`config.mk`:
```
export PLATFORM = sky130hd
export DESIGN_NAME = cvg_cordic_cell
export DESIGN_NICKNAME = d
export VERILOG_FILES = /design/src/cvg_pkg.sv /design/src/cvg_cordic_cell.sv
export SDC_FILE = /design/constraint.sdc
export NUM_CORES = 1
export LEC_CHECK = 0
export BUFFER_PORTS_ARGS = -buffer_cell sky130_fd_sc_hd__buf_2
export CAP_MARGIN = 40
export CORE_UTILIZATION = 25
export DETAILED_ROUTE_END_ITERATION = 6
export PLACE_DENSITY_LB_ADDON = 0.08
export SYNTH_ARGS = -nofsm -noshare
export SYNTH_HDL_FRONTEND = slang
export SYNTH_SLANG_ARGS = --single-unit
```
`constraint.sdc`:
```
create_clock -name clock -period 8.1 [get_ports clock]
set_input_delay 2.025 -clock clock [delete_from_list [all_inputs] [get_ports clock]]
set_output_delay 2.025 -clock clock [all_outputs]
set_load 0.03 [all_outputs]
```
`src/cvg_pkg.sv`:
```
// Shared types, constants and helper functions for the capsule vertex generator.
`timescale 1ns / 1ps
package cvg_pkg;

   // Default parameter values.
   localparam int FRAC_BITS_DEF     = 16;
   localparam int CORDIC_STAGES_DEF = 16;

   // CORDIC core format: 30 fraction bits, 34-bit signed datapath.
   localparam int ANG_TAB_LEN = 24;
   localparam int CORE_FRAC   = 30;
   localparam int CW          = 34;
   localparam logic signed [CW-1:0] CORE_GAIN = 34'sd652032874;

   // Divider: 32 quotient bits, remainder below the divisor (at most 511).
   localparam int DIV_STEPS = 32;
   localparam int REM_W     = 9;

   // atan(2^-i) as a binary angle, full turn = 2^32.
   localparam logic [31:0] ANG_TAB [ANG_TAB_LEN] = '{
      32'h20000000, 32'h12E4051E, 32'h09FB385B, 32'h051111D4,
      32'h028B0D43, 32'h0145D7E1, 32'h00A2F61E, 32'h00517C55,
      32'h0028BE53, 32'h00145F2F, 32'h000A2F98, 32'h000517CC,
      32'h00028BE6, 32'h000145F3, 32'h0000A2FA, 32'h0000517D,
      32'h000028BE, 32'h0000145F, 32'h00000A30, 32'h00000518,
      32'h0000028C, 32'h00000146, 32'h000000A3, 32'h00000051
   };

   // Configuration register indexes.
   typedef enum logic [2:0] {
      CSR_CENTER_X = 3'd0,
      CSR_CENTER_Y = 3'd1,
      CSR_CENTER_Z = 3'd2,
      CSR_WIDTH_X  = 3'd3,
      CSR_WIDTH_Y  = 3'd4,
      CSR_WIDTH_Z  = 3'd5,
      CSR_RINGS    = 3'd6,
      CSR_POINTS   = 3'd7
   } csr_index_type;

   // Request modes.
   typedef enum logic [1:0] {
      MODE_RING = 2'd0,
      MODE_TOP  = 2'd1,
      MODE_BOT  = 2'd2,
      MODE_BAD  = 2'd3
   } mode_type;

   // Per-item control that travels alongside the data.
   typedef struct packed {
      logic valid;
      logic err;
      logic pole_top;
      logic pole_bot;
      logic top;
   } ctrl_type;

   // One divider lane: partial remainder and the numerator/quotient shift word.
   typedef struct packed {
      logic [REM_W-1:0] rem;
      logic [31:0]      nq;
   } div_lane_type;

   typedef struct packed {
      div_lane_type a;
      div_lane_type t;
   } div_data_type;

   // One CORDIC lane: vector, residual angle and the quadrant taken out.
   typedef struct packed {
      logic signed [CW-1:0] x;
      logic signed [CW-1:0] y;
      logic signed [CW-1:0] z;
      logic [1:0]           q;
   } cordic_lane_type;

   typedef struct packed {
      cordic_lane_type a;
      cordic_lane_type t;
   } cordic_data_type;

   // Saturate a 36-bit signed sum to the signed 32-bit range.
   function automatic logic signed [31:0] sat32(input logic signed [35:0] v);
      logic signed [31:0] r;
      if (v > 36'sd2147483647) begin
         r = 32'sh7FFFFFFF;
      end else if (v < -36'sd2147483648) begin
         r = 32'sh80000000;
      end else begin
         r = v[31:0];
      end
      return r;
   endfunction

endpackage

```
`src/cvg_cordic_cell.sv`:
```
// One CORDIC rotation cell: a fixed shift and angle for both angle lanes.
`timescale 1ns / 1ps
module cvg_cordic_cell #(
   parameter int STAGE = 0
) (
   input  logic                     clock,
   input  logic                     reset,
   input  logic                     en,
   input  cvg_pkg::ctrl_type        ctrl_in,
   input  cvg_pkg::cordic_data_type data_in,
   output cvg_pkg::ctrl_type        ctrl_out,
   output cvg_pkg::cordic_data_type data_out
);
   import cvg_pkg::*;

   localparam logic signed [CW-1:0] ANG = $signed({2'b00, ANG_TAB[STAGE]});

   ctrl_type        ctrl_ff;
   cordic_data_type data_ff;
   cordic_data_type data_in_next;

   // Rotate toward zero residual angle.
   function automatic cordic_lane_type rot(input cordic_lane_type l);
      cordic_lane_type r;
      r.q = l.q;
      if (!l.z[CW-1]) begin
         r.x = l.x - (l.y >>> STAGE);
         r.y = l.y + (l.x >>> STAGE);
         r.z = l.z - ANG;
      end else begin
         r.x = l.x + (l.y >>> STAGE);
         r.y = l.y - (l.x >>> STAGE);
         r.z = l.z + ANG;
      end
      return r;
   endfunction

   always_comb begin
      data_in_next.a = rot(data_in.a);
      data_in_next.t = rot(data_in.t);
   end

   always_ff @(posedge clock) begin
      if (reset) begin
         ctrl_ff <= '0;
      end else if (en) begin
         ctrl_ff <= ctrl_in;
      end
   end

   always_ff @(posedge clock) begin
      if (en) begin
         data_ff <= data_in_next;
      end
   end

   assign ctrl_out = ctrl_ff;
   assign data_out = data_ff;

endmodule

```
# Word level (Yosys, flattened, before mapping)
# Cells that the tools add are included.
# Widths: inputs -> output; s select.
op_classes:
  add_sub_neg: 10
  n_mux: 2
op_table:
  columns: ["op", "count"]
  rows:
  - ["$mux 102", 2]
  - ["$sub 34x34->34", 4]
  - ["$add 34x31->34 const B", 2]
  - ["$add 34x34->34", 2]
  - ["$sub 34x31->34 const B", 2]
totals:
  wordCells: 25
  output_inout_bits: 213
  inputBits: 216
  ff_bits: 213

# Logic depth before layout (Yosys ltp)
# Gate-level depths: netlist of run 1.
depth:
  ltp_word: 2
  mapped_depth: 13
  ltp_nobuf: 12

# Worst setup path after synthesis of run 1
# Ideal clock, no wire load.
synth_timing:
  path_type: "input -> register"
  from: "input port data_in[38] (netlist bit)"
  to: "register data_ff, in the netlist data_out[96] (data pin)"
  t_arrival_ns: 4.462
  required_ns: 7.841
  path_slack_ns: 3.379
  stages: 11
  n_path_buf: 0
  setup_ns: 0.259
  cell_sequence: "inv_1 > ha_1 > nand2b_4 > a2111o_1 > o211a_2 > or4_4 > a311oi_2 > o31ai_1 > o221ai_2 > a22oi_1 > xnor2_1"
synth_lines:
  columns: ["item", "line_no", "text"]
  rows:
  - ["from (decl)", "cvg_cordic_cell.sv:10", "input cvg_pkg::cordic_data_type data_in,"]
  - ["to (signal assigned)", "cvg_cordic_cell.sv:53", "data_ff <= data_in_next;"]
  - ["to (decl)", "cvg_cordic_cell.sv:19", "cordic_data_type data_ff;"]

==> results of run 1 <==
==> worst paths after layout <==
| check | endpoint | slack, ps | start | cells past startpoint |
|---|---|---|---|---|
| setup / recovery | data_out[205] | 3070 | data_in[154] | 12 |
| hold / removal | ctrl_out[3] | 490 | ctrl_out[3] | 2 |
| setup reg to reg | ctrl_out[2] | 7510 | ctrl_out[2] | 2 |
| hold reg to reg | ctrl_out[3] | 490 | ctrl_out[3] | 2 |
==> per-layer routing <==
metal	wire (um)	vias up	global-route usage [%]	part of all wire (%)
met5	45	-	0	0.063
met4	1710	6	5.00	2.4
met3	3870	90	3.22	5.4
met2	35000	488	32.2	49
met1	30900	8046	23.8	43
li1	-	8049	-	-
==> synth_stat cells, types with 15 or more instances <==
cell type and instances:
a21oi_1 218, edfxtp_1 206, ha_1 204, inv_1 199, nor2_1 178, o21ai_0 131, xnor2_1 110, nand2_1 101
a21o_1 61, clkbuf_1 57, nor3_1 42, mux2i_1 39, o21bai_1 39, nand3_1 32, nor2b_1 30, a31oi_1 23
xor2_1 23, buf_1 22, o211ai_1 21, a211oi_1 20, nand4_1 18, o21a_1 18, o31ai_1 18, nand2b_1 15
==> registers in the layout, indices dropped and copies added, names as in the netlist <==
register  count
ctrl_out      5
data_out    206
==> worst reg2reg max path: stages, from the launching register on <==
cell and delay [ps]:
dfxtp_1 310, mux2i_1 120, nor2_1 50
==> cell families (layout without fill, tap and decap cells) <==
family / count (synthesis) / count (layout) / synth area share [%]
AOI/OAI and AO/OA: 662 / 662 / 23.2
and+or+nand+nor: 483 / 483 / 12.5
buffers and inverters: 297 / 700 / 6.26
adders and majority gates: 212 / 212 / 14.9
DFF: 211 / 211 / 34.6
xor gates and xnor gates: 133 / 133 / 6.40
muxes: 39 / 39 / 2.15
other: 0 / 3 / 0
==> metrics by stage <==
stage	hold slack (ps)	setup WS [ps]	power, mW	util (%)
after floorplan	630	3380	2.51	-
after global placement	475	2510	3.07	29.6
after detailed placement	485	2520	3.07	29.7
after CTS	501	3170	4.72	31.3
after global routing	526	2750	4.89	31.3
final	493	3070	4.64	31.3
==> power by group through the flow <==
stage | clock network, mW | registers, mW | logic, mW
global placement | 0 | 1.48 | 1.59
CTS | 1.67 | 1.46 | 1.60
detailed placement | 0 | 1.48 | 1.59
global route | 1.70 | 1.47 | 1.71
floorplan | 0 | 1.78 | 0.726
finish | 1.60 | 1.45 | 1.59
==> final cells by class <==
class / instances / area share, %
antenna: 3 / 0.0334
clock buffer: 35 / 3.61
clock inverter: 22 / 1.70
inverter: 205 / 3.42
multi-input combinational: 1529 / 47.9
sequential: 211 / 28.0
tap: 950 / 5.29
timing repair buffer: 438 / 10.1
==> results.yml, run 1 <==
outcome:
  status: "completed"
placed_design:
  port_buffers: 428
  place.gp.congestion: 0.919
  dp_hpwl_mm: 57.3
  place_area_sq_mm: 0.0213
  dp_cells: 3333
critical_path:
  crit_path_max_fanout: 17
  critPathMaxStageDelay_ps: 680
  critPathKind: "primary input to flop"
  critPathSlowestCell: "ha_1"
  cp_cell_sequence: "buf_2 -> inv_1 -> ha_1 -> nand2_1 -> nor4_1 -> and2_1 -> a211oi_1 -> a21o_1 -> o31ai_1 -> a2111oi_0 -> a2111oi_1 -> xor2_1"
  cp_num_buf_inv: 2
  cp.required_ps: 8430
  critPathTopFamily: "compound AO/OA/AOI/OAI gates"
  cp-start-kind: "primary input"
  end_kind: "flop"
  cp_data_arrival_time_ps: 5360
hold_path:
  hold_class: "flop to flop"
route:
  drtPass1Iterations: 7
  detail-route-antenna-nets: 0
  drc: 0
  drt_iter0_markers: 979
  vias_per_cell: 4.92
  post_drt_wl_per_cell_um: 21.1
  postRouteWirelength_mm: 71.5
  num_vias: 16679
global_route:
  grt_pass1_wl_mm: 106
  overflow: 0
  first_global_vias: 16965
  grt_usage_pct: 18.7
  antenna_found_initial: 10
  grt_max_degree: 105
sta:
  finalSetupTns_ps: 0
  hold_viol_final: 0
  fin_crit_ps: 5030
  fmax_ghz: 0.199
  rsz0062_at_grt: "false"
  setup_viol: 0
  maxSlewViolCount: 0
  slew_headroom_pct: 29.4
  worst_pin_slew_ps: 1060
  period_share_pct: 62.1
  fin_worst_skew_ps: 0
synthesis:
  synth_nets: 2465
  ys_warn_count: 0
  synth_area_per_cell_sq_um: 8.93
  synthFlopType: "edfxtp_1"
  ys_ff_latch: 211
  synth_top_cell_area_share_pct: 34.0
  synth-seq-area-share_pct: 34.6
  synth_area_leader_cell: "edfxtp_1"
  synth-edff-count: 206
  synth.area.top_cells: "edfxtp_1, ha_1, a21oi_1"
  synthArstFlopShare_pct: 0
  yosysUniqueCellTypes: 82
  syn_area_sq_mm: 0.0182
  syn_inst: 2037
clock_tree:
  cts_tree: "yes"
  postCtsSetupBuffers: 0
  cts.sinks: 211
  cts_resized: 0
  path_clk_slew_ps: 50
  clock_latency_ps: 600
  h-tree-depth: 1
  clockBufferDepth: 3
  cts_hold_buf: 0
  cts_made_buffers: 31
  root_buffer: "clkbuf_16"
final_layout:
  regArea_sq_mm: 0.00629
  fillers: 7698
  fin_nets: 2844
  layout_commonest_cell: "buf_2"
  final_cell_mix: "buf_2, a21oi_1, edfxtp_1"
  drive_gt1_share_pct: 21.0
  instances_no_fill: 3393
  syn_to_final_growth_pct: 23.6
  design_area_sq_mm: 0.0225
  multiInputGateArea_sq_mm: 0.0108
power_and_ir_drop:
  swShare_pct: 36.7
  seqPwrFrac_pct: 31.3
  ir_drop_uv: 157
  power_density_mw_per_mm2: 207
  cellLeakagePower_nw: 9.96
  p_clk_share_pct: 34.5
  p_sw_mw: 1.70
  pwr-share-comb_pct: 34.1
  intPower_mw: 2.94
floorplan:
  start_util_pct: 25.4
  dieWidth_um: 272
  rows: 98
  dieArea_sq_mm: 0.0738
  ios: 429
  die_h_um: 272
  fp.coreArea_sq_mm: 0.0717
run:
  maxCapViolCount: 0
(Power assumes the default switching activity.)
==> inputs of run 2 (changes only) <==
- clock period: 8.1 -> 4.2 ns (I/O delays scaled with it)
==> run 2 against run 1 <==
Clock skew is the same. Critical endpoint is now data_out[172]. Sequential share of layout area shrank 1.5 points. Count of clock-buffer cells in the layout grew 2. Highest routed layer unchanged. Core utilization grew 1.8 points. Via count grew 4.1%. Register-to-register slack lost 3900 ps. Critical path depth grew 1. Largest cell class unchanged. Die area is the same.
==> results.yml, run 2 (synthesis gave the netlist of run 1 again) <==
sta:
  slew_headroom_pct: 55.4
  fin_worst_skew_ps: 0
  layout_setup_ws_ps: 415
  setup_viol: 0
  fmax_ghz: 0.264
  hold_ws_ps: 491
  maxSlewViolCount: 0
  rsz0062_at_grt: "false"
  worst_pin_slew_ps: 668
  period_share_pct: 90.1
  hold_viol_final: 0
  fin_crit_ps: 3790
floorplan:
  start_util_pct: 25.4
  dieWidth_um: 272
  die_h_um: 272
  ios: 429
  dieArea_sq_mm: 0.0738
  fp.coreArea_sq_mm: 0.0717
  rows: 98
global_route:
  antenna_found_initial: 8
  overflow: 0
  grt_pass1_wl_mm: 110
  grt_max_degree: 69
  first_global_vias: 17497
  grt_usage_pct: 19.4
critical_path:
  critPathKind: "primary input to flop"
  r2r_setup_slack_ps: 3620
  cp.depth: 13
  reg2reg_from: "ctrl_out[0]"
  cp.required_ps: 4560
  cp_cell_sequence: "buf_2 -> ha_1 -> fa_1 -> nor2b_1 -> o21ai_1 -> a2111oi_2 -> buf_4 -> nor4_1 -> o31ai_2 -> a31oi_1 -> o21ai_1 -> a21oi_1 -> xor2_1"
  crit_end: "data_out[172]"
  crit_path_frequent_cell: "o21ai_1"
  crit_path_max_fanout: 4
  critPathSlowestCell: "fa_1"
  startpoint: "data_in[140]"
  rr_endpoint: "ctrl_out[0]"
  ff2ff_path_depth: 2
  critPathTopFamily: "compound AO/OA/AOI/OAI gates"
  cp_data_arrival_time_ps: 4150
  cp_num_buf_inv: 2
  cp-start-kind: "primary input"
  critPathMaxStageDelay_ps: 470
  end_kind: "flop"
clock_tree:
  cts.sinks: 211
  path_clk_slew_ps: 60
  root_buffer: "clkbuf_16"
  postCtsSetupBuffers: 0
  cts_resized: 0
  clock_latency_ps: 610
  clockBufferDepth: 3
  h-tree-depth: 1
  cts_made_buffers: 31
  cts_tree: "yes"
  cts_hold_buf: 0
placed_design:
  port_buffers: 428
  dpl_worst_slack_ps: -240
  dp_hpwl_mm: 60.9
  place.gp.congestion: 0.913
route:
  postRouteWirelength_mm: 74.6
  detail-route-antenna-nets: 0
  drtPass1Iterations: 5
  post_drt_wl_per_cell_um: 20.8
  drc: 0
  vias_per_cell: 4.85
  num_vias: 17360
  drt_iter0_markers: 1255
final_layout:
  layout_commonest_cell: "buf_2"
  fin_util_pct: 33.1
  fin_nets: 3028
  drive_gt1_share_pct: 26.5
  fillers: 7709
  syn_to_final_growth_pct: 30.5
  largest_reg_flops: 206
  final_cell_mix: "buf_2, a21oi_1, edfxtp_1"
run:
  maxCapViolCount: 0
outcome:
  status: "completed"
power_and_ir_drop:
  power_density_mw_per_mm2: 378
  ir_drop_uv: 330
  cellLeakagePower_nw: 10.8
hold_path:
  hold_class: "flop to flop"
  min_path_cells: 2
run 2: cell count changes in the layout (fill, tap and decap cells not counted), sizes merged:
cell / previous run / this run
inv: 201 / 204
bufinv: 10 / 5
buf: 438 / 622
clkbuf: 35 / 37
clkinvlp: 3 / 4
run 2: worst register-to-register path: cells and delay by family, from the launching register on:
kind / cells / cell delay, ps
DFF: 1 / 300
muxes: 1 / 120
and+or+nand+nor: 1 / 50
run 2: cell type report:
cell class | instances | area [sq um] | area share, %
clock buffers | 37 | 818 | 3.45
multi-input cells | 1529 | 10800 | 45.3
well taps | 950 | 1190 | 5.01
flip-flops and latches | 211 | 6290 | 26.5
clock inverters | 21 | 277 | 1.16
diodes | 3 | 7.51 | 0.0316
inverters | 205 | 769 | 3.24
repair buffers | 622 | 3630 | 15.3
run 2: report_power, final:
| group | switching [mW] | internal [mW] |
|---|---|---|
| clock | 1.12 | 1.71 |
| sequential | 0.0972 | 2.70 |
| combinational | 2.17 | 1.17 |
| total | 3.38 | 5.59 |
run 2: per-layer routing:
layer  part of all wire (%)  wire (um)  GRT usage [%]  vias to the layer above
li1                       -          -              -                     8421
met1                     44      32900           25.1                     8373
met2                     48      36000           33.4                      479
met3                    5.3       3970           3.19                       81
met4                    2.2       1660           4.94                        6
met5                  0.050         37              0                        -
run 2: how the worst min path moves through the flow:
stage               slack [ps]         from           to
detailed placement         490  ctrl_out[4]  ctrl_out[4]
finish                     490  ctrl_out[3]  ctrl_out[3]
global route               520  ctrl_out[4]  ctrl_out[4]
global placement           470  ctrl_out[3]  ctrl_out[3]
CTS                        500  ctrl_out[0]  ctrl_out[0]
floorplan                  630  ctrl_out[0]  ctrl_out[0]
run 2: metrics by stage:
step	cells	area (sq um)	setup TNS (ps)	power, mW
CTS	3575	23700	0	9.12
global route	3578	23700	0	9.46
detailed placement	3517	22600	-1450	6.19
floorplan	2037	18200	0	4.83
global placement	3517	22600	-1050	6.21
finish	3578	23700	0	8.97
==> inputs of run 3 (changes only) <==
- BUFFER_PORTS_ARGS: -buffer_cell sky130_fd_sc_hd__buf_2 -> unset
- DONT_BUFFER_PORTS: unset -> 1
- GPL_ROUTABILITY_DRIVEN: unset -> 0
==> run 3 against run 2 <==
Sequential share of layout area rose by 3.5 points. Register-to-register slack got worse by 230 ps. Clock power fell by 9.9%. First-iteration DRC count fell by 18%. Final cell count fell by 14%. Global-route usage fell by 0.32 points. Count of clock-buffer cells in the layout fell by 1. Via count fell by 10%.
==> results.yml, run 3 (synthesis gave the netlist of run 1 again) <==
critical_path:
  crit_path_max_fanout: 4
  cp_data_arrival_time_ps: 3930
  cp.required_ps: 4540
  critPathSlowestCell: "fa_1"
  end_kind: "flop"
  cp-start-kind: "primary input"
  reg2reg_from: "ctrl_out[0]"
  critPathTopFamily: "compound AO/OA/AOI/OAI gates"
  critPathKind: "primary input to flop"
  critPathMaxStageDelay_ps: 460
  startpoint: "data_in[140]"
  cp_cell_sequence: "ha_1 -> fa_1 -> nor2b_1 -> o21ai_1 -> buf_4 -> a2111oi_2 -> buf_4 -> nor4_1 -> o31ai_2 -> a31oi_1 -> o21ai_1 -> a21oi_1 -> xor2_1"
  cp_num_buf_inv: 2
placed_design:
  port_buffers: 0
  dp_hpwl_mm: 58.4
  dp_cells: 3022
  dpl_worst_slack_ps: 9.26
power_and_ir_drop:
  power_mw: 8.18
  ir_drop_uv: 306
  power_density_mw_per_mm2: 391
  cellLeakagePower_nw: 8.72
clock_tree:
  cts_hold_buf: 0
  clockBufferDepth: 3
  h-tree-depth: 1
  cts.sinks: 211
  path_clk_slew_ps: 50
  clock_latency_ps: 610
  cts_tree: "yes"
  postCtsSetupBuffers: 0
  cts_resized: 0
  cts_made_buffers: 30
  root_buffer: "clkbuf_16"
global_route:
  grt_max_degree: 212
  overflow: 0
  first_global_vias: 15964
  grt_usage_pct: 19.1
  grt_pass1_wl_mm: 106
  antenna_found_initial: 4
outcome:
  status: "completed"
hold_path:
  hold_class: "primary input to flop"
  min_from: "reset"
sta:
  slew_headroom_pct: 14.8
  fin_crit_ps: 3580
  rsz0062_at_grt: "false"
  maxSlewViolCount: 0
  period_share_pct: 85.3
  hold_viol_final: 0
  fin_worst_skew_ps: 0
  setup_viol: 0
  worst_pin_slew_ps: 1280
  fmax_ghz: 0.279
  layout_setup_ws_ps: 618
  finalSetupTns_ps: 0
route:
  drt_iter0_markers: 1023
  post_drt_wl_per_cell_um: 23.7
  vias_per_cell: 5.06
  postRouteWirelength_mm: 73.0
  num_vias: 15568
  drc: 0
  detail-route-antenna-nets: 0
  drtPass1Iterations: 5
final_layout:
  largest_reg_flops: 206
  final_cell_mix: "a21oi_1, edfxtp_1, ha_1"
  layout_commonest_cell: "a21oi_1"
  instances_no_fill: 3079
  drive_gt1_share_pct: 9.21
  fin_nets: 2532
  fillers: 7718
  syn_to_final_growth_pct: 15.1
floorplan:
  start_util_pct: 25.4
  dieWidth_um: 272
  ios: 429
  rows: 98
  fp.coreArea_sq_mm: 0.0717
  die_h_um: 272
  dieArea_sq_mm: 0.0738
run:
  maxCapViolCount: 0
==> run 3: final cells by class <==
class | count | area (sq um) | area share, %
Multi-Input combinational cell | 1529 | 10800 | 51.4
Inverter | 205 | 769 | 3.67
Clock inverter | 20 | 184 | 0.878
Timing Repair Buffer | 127 | 953 | 4.55
Tap cell | 950 | 1190 | 5.68
Sequential cell | 211 | 6290 | 30.0
Antenna cell | 1 | 2.50 | 0.0120
Clock buffer | 36 | 793 | 3.79
==> run 3: layer usage <==
metal	part of all wire, %	wire length [um]	global-route usage, %
met1	42	30500	23.1
met2	48	34700	32.4
met3	7.4	5430	5.41
met4	3.2	2310	6.52
met5	0.045	33	0
==> run 3: worst paths after layout <==
kind                                       to  slack (ps)  depth (start not counted)
worst min register to register    ctrl_out[4]         660                          2
worst max-delay path            data_out[172]         620                         13
worst min-delay path              ctrl_out[1]         510                          1
worst max register to register    ctrl_out[0]        3390                          2
==> run 3: stage by stage <==
step | util [%] | instance area, sq um | hold WS [ps]
2_1_floorplan | - | 18200 | 630
3_3_place_gp | 27.8 | 20000 | 649
3_5_place_dp | 27.8 | 20000 | 652
4_1_cts | 29.2 | 20900 | 455
5_1_grt | 29.2 | 20900 | 464
6_report | 29.2 | 20900 | 506
==> run 3: report_power, final <==
group	total (mW)	internal, mW	switching [mW]	leakage (nW)
Combinational	2.11	0.842	1.27	6.19
Sequential	3.52	2.74	0.783	2.06
Clock	2.55	1.47	1.08	0.473
Total	8.18	5.05	3.14	8.72
