`src/cvg_pkg.sv`:
```
// Shared types, constants and helper functions for the capsule vertex generator.
`timescale 1ns / 1ps
package cvg_pkg;

   // Default parameter values.
   localparam int FRAC_BITS_DEF     = 16;
   localparam int CORDIC_STAGES_DEF = 16;

   // CORDIC core format: 30 fraction bits, 34-bit signed datapath.
   localparam int ANG_TAB_LEN = 24;
   localparam int CORE_FRAC   = 30;
   localparam int CW          = 34;
   localparam logic signed [CW-1:0] CORE_GAIN = 34'sd652032874;

   // Divider: 32 quotient bits, remainder below the divisor (at most 511).
   localparam int DIV_STEPS = 32;
   localparam int REM_W     = 9;

   // atan(2^-i) as a binary angle, full turn = 2^32.
   localparam logic [31:0] ANG_TAB [ANG_TAB_LEN] = '{
      32'h20000000, 32'h12E4051E, 32'h09FB385B, 32'h051111D4,
      32'h028B0D43, 32'h0145D7E1, 32'h00A2F61E, 32'h00517C55,
      32'h0028BE53, 32'h00145F2F, 32'h000A2F98, 32'h000517CC,
      32'h00028BE6, 32'h000145F3, 32'h0000A2FA, 32'h0000517D,
      32'h000028BE, 32'h0000145F, 32'h00000A30, 32'h00000518,
      32'h0000028C, 32'h00000146, 32'h000000A3, 32'h00000051
   };

   // Configuration register indexes.
   typedef enum logic [2:0] {
      CSR_CENTER_X = 3'd0,
      CSR_CENTER_Y = 3'd1,
      CSR_CENTER_Z = 3'd2,
      CSR_WIDTH_X  = 3'd3,
      CSR_WIDTH_Y  = 3'd4,
      CSR_WIDTH_Z  = 3'd5,
      CSR_RINGS    = 3'd6,
      CSR_POINTS   = 3'd7
   } csr_index_type;

   // Request modes.
   typedef enum logic [1:0] {
      MODE_RING = 2'd0,
      MODE_TOP  = 2'd1,
      MODE_BOT  = 2'd2,
      MODE_BAD  = 2'd3
   } mode_type;

   // Per-item control that travels alongside the data.
   typedef struct packed {
      logic valid;
      logic err;
      logic pole_top;
      logic pole_bot;
      logic top;
   } ctrl_type;

   // One divider lane: partial remainder and the numerator/quotient shift word.
   typedef struct packed {
      logic [REM_W-1:0] rem;
      logic [31:0]      nq;
   } div_lane_type;

   typedef struct packed {
      div_lane_type a;
      div_lane_type t;
   } div_data_type;

   // One CORDIC lane: vector, residual angle and the quadrant taken out.
   typedef struct packed {
      logic signed [CW-1:0] x;
      logic signed [CW-1:0] y;
      logic signed [CW-1:0] z;
      logic [1:0]           q;
   } cordic_lane_type;

   typedef struct packed {
      cordic_lane_type a;
      cordic_lane_type t;
   } cordic_data_type;

   // Saturate a 36-bit signed sum to the signed 32-bit range.
   function automatic logic signed [31:0] sat32(input logic signed [35:0] v);
      logic signed [31:0] r;
      if (v > 36'sd2147483647) begin
         r = 32'sh7FFFFFFF;
      end else if (v < -36'sd2147483648) begin
         r = 32'sh80000000;
      end else begin
         r = v[31:0];
      end
      return r;
   endfunction

endpackage

```
`src/cvg_div_cell.sv`:
```
// One restoring-division cell: retires one quotient bit for both angle lanes.
`timescale 1ns / 1ps
module cvg_div_cell (
   input  logic                  clock,
   input  logic                  reset,
   input  logic                  en,
   input  logic [8:0]            divisor_a,
   input  logic [8:0]            divisor_t,
   input  cvg_pkg::ctrl_type     ctrl_in,
   input  cvg_pkg::div_data_type data_in,
   output cvg_pkg::ctrl_type     ctrl_out,
   output cvg_pkg::div_data_type data_out
);
   import cvg_pkg::*;

   ctrl_type     ctrl_ff;
   div_data_type data_ff;
   div_data_type data_in_next;

   // Shift in the next numerator bit, subtract the divisor when it fits.
   function automatic div_lane_type step(input div_lane_type l, input logic [8:0] d);
      div_lane_type     r;
      logic [REM_W:0]   rem2;
      logic             ge;
      rem2 = {l.rem, l.nq[31]};
      ge   = (rem2 >= {1'b0, d});
      if (ge) begin
         rem2 = rem2 - {1'b0, d};
      end
      r.rem = rem2[REM_W-1:0];
      r.nq  = {l.nq[30:0], ge};
      return r;
   endfunction

   always_comb begin
      data_in_next.a = step(data_in.a, divisor_a);
      data_in_next.t = step(data_in.t, divisor_t);
   end

   always_ff @(posedge clock) begin
      if (reset) begin
         ctrl_ff <= '0;
      end else if (en) begin
         ctrl_ff <= ctrl_in;
      end
   end

   always_ff @(posedge clock) begin
      if (en) begin
         data_ff <= data_in_next;
      end
   end

   assign ctrl_out = ctrl_ff;
   assign data_out = data_ff;

endmodule

```
`config.mk`:
```
export PLATFORM = sky130hd
export DESIGN_NAME = cvg_div_cell
export DESIGN_NICKNAME = d
export VERILOG_FILES = /design/src/cvg_pkg.sv /design/src/cvg_div_cell.sv
export SDC_FILE = /design/constraint.sdc
export NUM_CORES = 1
export LEC_CHECK = 0
export BUFFER_PORTS_ARGS = -buffer_cell sky130_fd_sc_hd__buf_2
export CORE_MARGIN = 2
export CORE_UTILIZATION = 40
export CTS_BUF_LIST = sky130_fd_sc_hd__clkbuf_4 sky130_fd_sc_hd__clkbuf_8
export CTS_CLUSTER_DIAMETER = 60
export DETAILED_ROUTE_END_ITERATION = 10
export GPL_ROUTABILITY_DRIVEN = 1
export PLACE_DENSITY = 0.75
export SLEW_MARGIN = 15
export SYNTH_ARGS = -nofsm -noshare
export SYNTH_HDL_FRONTEND = slang
export SYNTH_SLANG_ARGS = --single-unit
```
`constraint.sdc`:
```
create_clock -name clock -period 2.2 [get_ports clock]
set_clock_uncertainty 0.15 [all_clocks]
set_input_delay 0 -clock clock [delete_from_list [all_inputs] [get_ports clock]]
set_output_delay 0 -clock clock [all_outputs]
set_load 0.005 [all_outputs]
```
# --- Word level (Yosys, flattened, before mapping) ---
# Index checks and enable logic that the tools add are counted.
classes:
  add_sub_neg: 2
  magnitude_cmp: 2
  muxes: 2
ops:
  columns: ["cell", "count"]
  rows:
  - ["$ge A10 B9 Y1", 2]
  - ["$mux W9", 2]
  - ["$sub A9 B9 Y9", 2]
word_totals:
  regBits: 87
  input_bits: 108
  output_inout_bits: 87
  word_cells: 15

# --- Logic depth before layout (Yosys ltp) ---
# Gate-level depths: netlist (run 1).
logic_depth:
  word_depth: 2
  mapped_depth: 10
  mapped_depth_nobuf: 9

# --- Worst setup path after synthesis (run 1) ---
# No wires, ideal clock.
synth_timing:
  path_kind: "in2reg"
  startpoint: "in data_in[72] in the netlist's numbering"
  endpoint: "reg data_ff, in the netlist data_out[74], data pin"
  setup_ps: 260
  t_arrival_ps: 1736
  t_required_ps: 1790
  setup_slack_ps: 54
  stages: 8
  path_buffers: 0
  cell_sequence: "inv_1 > ha_1 > inv_1 > fa_1 > a211oi_2 > o21ai_1 > a211oi_4 > mux2_2"
synth_lines:
  columns: ["item", "line", "rtl"]
  rows:
  - ["start: declaration", "cvg_div_cell.sv:10", "input cvg_pkg::div_data_type data_in,"]
  - ["end signal: assignment", "cvg_div_cell.sv:50", "data_ff <= data_in_next;"]
  - ["end: declaration", "cvg_div_cell.sv:17", "div_data_type data_ff;"]

==> impl_metrics.yaml, run 1 <==
grt:
  track_usage_pct: 21.60
  grt_antenna_before_repair: 0
  grt_max_degree: 38
  grt_pass1_vias: 3255
  grt.overflow.total: 0
  grt_pass1_wl_um: 16420
critical_path:
  crit_required_ns: 2.15
  crit_type: "primary input to register"
  setup.worst_path.start_class: "primary input"
  reg2reg_from: "ctrl_out[2]"
  startpoint: "data_in[79]"
  endpoint_kind: "register"
  cp_max_fo: 5
  arrival_ns: 2.09
power_and_ir_drop:
  power_density_nw_per_um2: 660.8
  ir_drop_uv: 431.1
  fin_total_pwr_uw: 3978
  leakage_uw: 0.002706
final_layout:
  drive_above_1_share_pct: 44.10
  fin_area_um2: 6020
  final_util_pct: 66.40
  syn2layout_area_growth_pct: 63.47
  antenna_cells: 0
  nets: 674
  num-fill-cells: 685
yosys:
  synth_fa_ha_area_share_pct: 7.204
  synth_top_family_by_area: "compound AO/OA/AOI/OAI gates"
  synth.most_common_cell: "edfxtp_1"
  synth_edf_count: 82
  yosys.area_share.xor_xnor_pct: 2.379
  synthFlopType: "edfxtp_1"
  syn_avg_cell_area_um2: 15.28
  synth_nets: 369
  netlist_instances: 241
  synthDistinctLibCells: 41
  synthSimpleGateAreaFrac_pct: 4.485
  ys_seq_area_share_pct: 69.59
  yosys-top-cells-count: "edfxtp_1 (82), inv_1 (24), ha_1 (18), nor2_1 (14), nand2_1 (12)"
  netlist_area_um2: 3682
  yosys_warnings: 0
  ys_async_sr_fraction_pct: 0
  synthTopCellsByArea: "edfxtp_1 (67%), ha_1 (6.1%), dfxtp_1 (2.7%), inv_1 (2.4%), mux2_2 (2.4%)"
  yosys-mux-area-fraction_pct: 4.485
  synth_compound_area_share_pct: 9.004
  ys_ff_latch: 87
  synth_top_area_share_pct: 66.87
  synth_top_area_cell: "edfxtp_1"
placement:
  hpwl_um: 6850
  gp_congestion: 0.7948
  io_buffers: 194
  placed_cell_area_um2: 4886
  place_ws_ns: -0.1117
floorplan:
  dieHeight_um: 99.95
  rows: 35
  core_um2: 9065
  ios: 195
  die_x_um: 99.95
  floorplan.initialDensity_pct: 40.62
  die-area_um2: 9989
clock_network:
  clk_latency_ns: 0.35
  cts_buffer_depth: 2
  ctsHtreeMaxLevel: 3
  cts_root_buf: "clkbuf_8"
  clk_pin_slew_ns: 0.08
  post-cts-setup-buffers: 0
  cts_sinks: 87
  cts_tree: "built"
  numCtsBuffers: 9
sta:
  hold_viol_final: 0
  max_freq_mhz: 467.1
  setup_ws_ns: 0.05913
  setup_viol: 0
  rsz0062_at_grt: "no"
  maxSlewViolCount: 0
  tightest_slew_ns: 0.5616
  finalCriticalPeriod_ns: 2.141
  maxSlewHeadroom_pct: 62.56
  min_period_over_period_pct: 97.31
routing:
  viasPerCell: 4.764
  first_pass_iters: 4
  ant_nets: 0
  vias: 3154
  drt_wl_total_um: 10880
  drt_first_iter_violations: 86
  avgRoutedWirePerCell_um: 16.44
  drcViolationCount: 0
hold_path:
  hold_path_class: "primary input to register"
  hold_path_startpoint: "data_in[73]"
outcome:
  status: "finished clean"
run:
  drv_cap: 0
## placed cells by master, fill, tap and decap left out, types with 9 or more instances in the layout
cell / n
buf_2: 193
dlygate4sd3_1: 90
edfxtp_1: 82
inv_1: 24
ha_1: 16
nor2_1: 14
nand2_1: 12
buf_4: 12
a21oi_1: 10
clkbuf_8: 9
## per-layer routing
metal | vias to the layer above | track usage, % | share of wire (%)
li1 | 1510 | - | -
met1 | 1496 | 23.20 | 37
met2 | 131 | 41.06 | 55
met3 | 17 | 5.362 | 6.6
met4 | 0 | 7.482 | 1.6
met5 | - | 0 | 0
## worst max-delay path, cell delays in order
cell,delay [ns]
dlygate4sd3_1,0.54
buf_2,0.15
ha_4,0.23
a21o_1,0.18
a211o_1,0.30
a211oi_4,0.31
mux2_2,0.37
## registers in the layout, indices dropped and copies added, names as in the netlist
register,flops
ctrl_out,5
data_out,82
## where the power goes
group	switching [uW]	internal, uW	leakage (uW)
clock network	595	546	0.0000929
registers	45.0	1990	0.000844
logic	358	442	0.00177
## path summary, 6_finish.rpt
path | endpoint | slack, ns | cells past startpoint
worst max-delay path | data_out[74] | 0.06 | 7
worst min-delay path | data_out[74] | 0.02 | 3
worst max register to register | ctrl_out[2] | 0.86 | 3
worst min register to register | ctrl_out[3] | 0.36 | 2
## metrics by stage
stage	cells	TNS, ns	hold WS (ns)
5_1_grt	662	0	0.02466
6_report	662	0	0.02326
2_1_floorplan	241	0	-0.07762
4_1_cts	660	0	-0.1806
3_5_place_dp	556	-0.6460	0.02808
3_3_place_gp	556	-0.1263	0.02720
## what timing repair did
item,4_1_cts,5_1_grt
endpoints found under the setup margin,0,10
gates resized for setup,0,5
hold buffers,88,2
hold endpoints to repair,93,1
## area by class of cell
type	count	area, um^2	share of cell area (%)
timing repair buffer	296	1977	32.84
inverter	25	93.84	1.559
clock buffer	10	131.4	2.182
multi-input combinational	127	1046	17.38
sequential	87	2562	42.57
clock inverter	6	70.07	1.164
tap	111	138.9	2.307
## kinds of logic (layout without fill, tap and decap cells)
group / after synthesis / in the layout
AO/OA/AOI/OAI: 46 / 46
flip-flops: 87 / 87
buffers and inverters: 27 / 337
adder cells (fa/ha/maj): 20 / 20
AND/OR/NAND/NOR: 36 / 36
multiplexers: 15 / 15
XOR/XNOR: 10 / 10
Power figures use the tool's default switching activity.
==> inputs of run 2 (changes only) <==
--- a/config.mk
+++ b/config.mk
@@ -7,12 +7,13 @@
 export LEC_CHECK = 0
 export BUFFER_PORTS_ARGS = -buffer_cell sky130_fd_sc_hd__buf_2
 export CORE_MARGIN = 2
-export CORE_UTILIZATION = 40
+export CORE_UTILIZATION = 42
 export CTS_BUF_LIST = sky130_fd_sc_hd__clkbuf_4 sky130_fd_sc_hd__clkbuf_8
 export CTS_CLUSTER_DIAMETER = 60
 export DETAILED_ROUTE_END_ITERATION = 10
 export GPL_ROUTABILITY_DRIVEN = 1
-export PLACE_DENSITY = 0.75
+export PLACE_DENSITY = 0.78
+export SETUP_SLACK_MARGIN = 0.4
 export SLEW_MARGIN = 15
 export SYNTH_ARGS = -nofsm -noshare
 export SYNTH_HDL_FRONTEND = slang
==> run 2 against run 1 <==
Effect of this change: power shrank 1.1%; global-route usage up 1.8 points; sequential power about the same; non-clock buffer count grew 2; sequential share of layout area down 0.79 points; via count grew 0.95%; first-iteration DRC count increased by 95%; flip-flop and latch count unchanged.
==> impl_metrics.yaml, run 2 (same netlist as run 1, synthesis figures left out) <==
clock_network:
  cts_buffer_depth: 2
  cts_root_buf: "clkbuf_8"
  cts_sinks: 87
  cts_tree: "built"
  ctsHtreeMaxLevel: 3
  numCtsBuffers: 9
  clk_pin_slew_ns: 0.11
  clk_latency_ns: 0.34
routing:
  vias: 3184
  first_pass_iters: 4
  drt_wl_total_um: 11560
  avgRoutedWirePerCell_um: 17.48
  ant_nets: 0
  viasPerCell: 4.817
  drt_first_iter_violations: 168
  drcViolationCount: 0
floorplan:
  core_um2: 8593
  floorplan.initialDensity_pct: 42.85
  die_x_um: 97.64
  die-area_um2: 9533
  rows: 34
  dieHeight_um: 97.64
  ios: 195
grt:
  grt_pass1_wl_um: 17440
  grt_pass1_vias: 3237
  grt_antenna_before_repair: 0
  grt.overflow.total: 0
  track_usage_pct: 23.43
  grt_max_degree: 69
final_layout:
  nets: 676
  fin_area_um2: 6133
  layout_commonest_cell: "buf_2"
  syn2layout_area_growth_pct: 66.56
  largest_reg_flops: 82
  final_cell_mix: "buf_2 (191), dlygate4sd3_1 (92), edfxtp_1 (82)"
  layoutNonFillerInstCount: 661
  drive_above_1_share_pct: 45.39
  antenna_cells: 0
hold_path:
  min_path_cells: 2
  hold_path_startpoint: "en"
  hold_path_class: "primary input to register"
power_and_ir_drop:
  leakage_uw: 0.002747
  ir_drop_uv: 316.4
  comb_power_share_pct: 22.0
  power_switching_share_pct: 26.20
  pwr-share-clk_pct: 26.2
  seqPwrFrac_pct: 51.8
  p_int_uw: 2903
  p_switching_uw: 1031
  power_density_nw_per_um2: 641.5
sta:
  max_freq_mhz: 550.2
  setup_viol: 0
  rsz0062_at_grt: "yes"
  tightest_slew_ns: 0.9186
  maxSlewViolCount: 0
  min_period_over_period_pct: 82.62
  finalCriticalPeriod_ns: 1.818
  hold_viol_final: 0
  hold_ws_ns: 0.06925
  maxSlewHeadroom_pct: 38.55
  setup_tns_ns: 0
critical_path:
  cp_max_fo: 4
  r2r_cells: 3
  crit_chain: "buf_6 -> inv_12 -> ha_4 -> inv_2 -> fa_2 -> a21oi_4 -> nor2_4 -> o31ai_4 -> o21ai_4 -> buf_4 -> mux2_2"
  setup.worst_path.start_class: "primary input"
  crit_type: "primary input to register"
  max_stage_delay_ns: 0.38
  slowest_stage: "fa_2"
  endpoint_kind: "register"
  startpoint: "data_in[31]"
  arrival_ns: 1.76
  reg2reg_from: "ctrl_out[0]"
  crit_required_ns: 2.14
placement:
  hpwl_um: 7287
  io_buffers: 194
  gp_congestion: 0.8464
  place_inst: 545
  placed_cell_area_um2: 4888
run:
  drv_cap: 0
outcome:
  status: "finished clean"
run 2: worst paths after layout:
path | slack [ns] | endpoint
setup reg to reg | 0.85 | ctrl_out[0]
hold reg to reg | 0.35 | ctrl_out[3]
hold / removal | 0.07 | data_out[67]
setup / recovery | 0.38 | data_out[38]
run 2: per-layer routing:
| layer | track usage [%] | part of all wire, % | vias up |
|---|---|---|---|
| met5 | 0 | 0 | - |
| met4 | 9.188 | 2.6 | 0 |
| met3 | 4.604 | 7.4 | 24 |
| met2 | 41.43 | 52 | 162 |
| met1 | 28.11 | 38 | 1486 |
| li1 | - | - | 1512 |
run 2: repair_timing:
item,CTS,global route
pin swaps,4,10
hold buffers,91,1
buffers inserted,3,5
endpoints found under the hold margin,106,1
endpoints found under the setup margin,2,17
resized for setup,3,15
run 2: layout make-up:
type,count,area (um^2)
fill,559,2460
multi-input combinational,127,1101
clock inverter,6,51.30
inverter,25,121.4
sequential,87,2562
tap,108,135.1
timing repair buffer,298,2031
clock buffer,10,131.4
run 2: through the flow:
step	setup WS, ns	power, uW	utilization, %
5_1_grt	0.3557	4108	71.37
4_1_cts	0.3984	3890	70.03
3_5_place_dp	0.01641	2728	56.89
6_report	0.3823	3934	71.37
3_3_place_gp	0.04795	2706	56.89
2_1_floorplan	0.2406	2369	-
run 2: worst max-delay path: cells and delay by family:
| kind | cells | cell delay, ns |
|---|---|---|
| buffers and inverters | 4 | 0.36 |
| AND/OR/NAND/NOR | 1 | 0.06 |
| multiplexers | 1 | 0.27 |
| AO/OA/AOI/OAI | 3 | 0.57 |
| adder cells (fa/ha/maj) | 2 | 0.49 |
run 2: power by group through the flow:
stage               sequential (uW)  combinational [uW]  clock (uW)
CTS                            2030                 809        1050
global placement               2060                 643           0
global route                   2050                 932        1120
finish                         2040                 864        1030
detailed placement             2070                 662           0
floorplan                      2090                 277           0
==> inputs of run 3 (changes only) <==
--- a/config.mk
+++ b/config.mk
@@ -5,14 +5,15 @@
 export SDC_FILE = /design/constraint.sdc
 export NUM_CORES = 1
 export LEC_CHECK = 0
+export ABC_AREA = 1
 export BUFFER_PORTS_ARGS = -buffer_cell sky130_fd_sc_hd__buf_2
 export CORE_MARGIN = 2
-export CORE_UTILIZATION = 42
+export CORE_UTILIZATION = 48
 export CTS_BUF_LIST = sky130_fd_sc_hd__clkbuf_4 sky130_fd_sc_hd__clkbuf_8
 export CTS_CLUSTER_DIAMETER = 60
 export DETAILED_ROUTE_END_ITERATION = 10
 export GPL_ROUTABILITY_DRIVEN = 1
-export PLACE_DENSITY = 0.78
+export PLACE_DENSITY = 0.83
 export SETUP_SLACK_MARGIN = 0.4
 export SLEW_MARGIN = 15
 export SYNTH_ARGS = -nofsm -noshare
==> constraint.sdc (replaced) <==
create_clock -name clock -period 1.9 [get_ports clock]
set_clock_uncertainty 0.15 [all_clocks]
set_input_delay 0 -clock clock [delete_from_list [all_inputs] [get_ports clock]]
set_output_delay 0 -clock clock [all_outputs]
set_load 0.005 [all_outputs]
==> run 3 against run 2 <==
Effect of this change: utilization increased by 6.4 points; sequential share of layout area down 1.0 points; largest power group unchanged; worst hold slack lost 0.052 ns; power rose by 23%; clock-buffer cell count fell by 1; via count up 21%; critical path depth down 6; combinational power is 18% higher; largest cell class unchanged; wire length up 22%.
==> impl_metrics.yaml, run 3 <==
power_and_ir_drop:
  leakage_uw: 0.003085
  power_density_nw_per_um2: 770.2
  ir_drop_uv: 444.9
sta:
  setup_ws_ns: 0.4482
  maxSlewViolCount: 0
  maxSlewHeadroom_pct: 30.19
  tightest_slew_ns: 1.047
  hold_viol_final: 0
  min_period_over_period_pct: 76.41
  setup_viol: 0
  finalCriticalPeriod_ns: 1.452
  setup_tns_ns: 0
  max_freq_mhz: 688.8
  rsz0062_at_grt: "no"
yosys:
  netlist_area_um2: 3948
  yosys_warnings: 0
  netlist_instances: 355
  syn_avg_cell_area_um2: 11.12
  synth_edf_count: 82
  synthFlopType: "edfxtp_1"
  synth.most_common_cell: "nand2_1"
  ys_ff_latch: 87
  synthDistinctLibCells: 22
  synthTopCellsByArea: "edfxtp_1 (62%), nand2_1 (10%), ha_1 (5.7%), inv_1 (5.1%), nand3_1 (4.4%)"
  synth_top_area_cell: "edfxtp_1"
  ys_seq_area_share_pct: 64.91
  ys_async_sr_fraction_pct: 0
  synth_nets: 483
  yosys-top-cells-count: "nand2_1 (108), edfxtp_1 (82), inv_1 (54), nand3_1 (35), ha_1 (18)"
  synth_top_area_share_pct: 62.38
floorplan:
  floorplan.initialDensity_pct: 48.78
  die_x_um: 94.69
  rows: 33
  dieHeight_um: 94.69
  die-area_um2: 8965
  ios: 195
  core_um2: 8093
final_layout:
  syn2layout_area_growth_pct: 59.37
  layout_commonest_cell: "buf_2"
  antenna_cells: 0
  largest_reg_flops: 82
  num-fill-cells: 486
  nets: 785
  drive_above_1_share_pct: 36.25
  final_util_pct: 77.74
  final_cell_mix: "buf_2 (193), nand2_1 (107), dlygate4sd3_1 (89)"
critical_path:
  cp_max_fo: 1
  r2r-end: "ctrl_out[2]"
  crit_type: "primary input to register"
  startpoint: "ctrl_in[3]"
  reg2reg_from: "ctrl_out[2]"
  reg2reg_slack_ns: 0.59
  endpoint: "ctrl_out[3]"
  endpoint_kind: "register"
  crit_required_ns: 2.02
  setup.worst_path.start_class: "primary input"
  r2r_cells: 3
  arrival_ns: 1.57
routing:
  drt_wl_total_um: 14080
  drt_first_iter_violations: 280
  vias: 3861
  drcViolationCount: 0
  first_pass_iters: 5
  viasPerCell: 5.034
  avgRoutedWirePerCell_um: 18.36
  ant_nets: 0
clock_network:
  clk_pin_slew_ns: 0.09
  ctsHtreeMaxLevel: 3
  clk_latency_ns: 0.36
  numCtsBuffers: 9
  cts_root_buf: "clkbuf_8"
  cts_tree: "built"
  cts_buffer_depth: 2
  cts_sinks: 87
placement:
  place_ws_ns: 0.1657
  io_buffers: 194
  hpwl_um: 8421
  gp_congestion: 0.8870
grt:
  grt_max_degree: 32
  grt.overflow.total: 0
  track_usage_pct: 31.46
  grt_antenna_before_repair: 0
  grt_pass1_wl_um: 20650
  grt_pass1_vias: 3840
hold_path:
  hold_path_class: "primary input to register"
run:
  drv_cap: 0
outcome:
  status: "finished clean"
## run 3: cell families (layout without fill, tap and decap cells)
group / after synthesis / in the layout / share of synthesized area [%]
AOI/OAI and AO/OA: 15 / 15 / 2.187
xor gates and xnor gates: 6 / 6 / 1.331
adders and majority gates: 20 / 20 / 6.720
buffers and inverters: 57 / 364 / 5.673
DFF: 87 / 87 / 64.91
and+or+nand+nor: 170 / 170 / 19.18
## run 3: area by class of cell
type                    instances  area, um^2  share of cell area [%]
clock inverters                 7       101.3                   1.611
clock buffers                   9       123.9                   1.969
multi-input cells             211        1205                   19.15
flip-flops and latches         87        2562                   40.73
well taps                     105       131.4                   2.088
repair buffers                294        1964                   31.23
inverters                      54       202.7                   3.222
## run 3: stage by stage
stage / power, uW / hold WS, ns / cells / cell area, um^2
floorplan: 2774 / -0.08093 / 355 / 3989
global placement: 3166 / 0.02739 / 654 / 5107
detailed placement: 3204 / 0.02846 / 654 / 5107
CTS: 4764 / -0.0008605 / 760 / 6233
global route: 5027 / 0.02063 / 767 / 6291
finish: 4845 / 0.01729 / 767 / 6291
## run 3: worst min-delay path by stage
stage / startpoint / end / cells past startpoint
2_1_floorplan: reset / ctrl_out[0] / 1
3_3_place_gp: data_in[22] / data_out[23] / 1
3_5_place_dp: data_in[8] / data_out[9] / 1
4_1_cts: data_in[73] / data_out[74] / 4
5_1_grt: en / data_out[7] / 2
6_report: en / data_out[7] / 2
## run 3: routing by layer
| layer | global-route usage [%] | part of all wire (%) |
|---|---|---|
| met1 | 35.11 | 34 |
| met2 | 55.61 | 51 |
| met3 | 6.464 | 9.7 |
| met4 | 18.00 | 5.2 |
| met5 | 0 | 0 |
## run 3: repair_timing
item | 4_1_cts | 5_1_grt
hold buffers | 90 | 0
resized for setup | 0 | 2
hold endpoints to repair | 106 | 0
setup endpoints to repair | 0 | 31
buffers inserted | 0 | 7
## run 3: where the power goes
group / switching [uW] / internal [uW]
registers: 60.1 / 2300
logic: 531 / 486
clock network: 711 / 754
total: 1300 / 3540
## run 3: worst max-delay path, cell delays in order
cell and delay (ns):
dlygate4sd3_1 0.57, buf_2 0.13, nand2_1 0.06, dlygate4sd3_1 0.57
a21oi_1 0.24
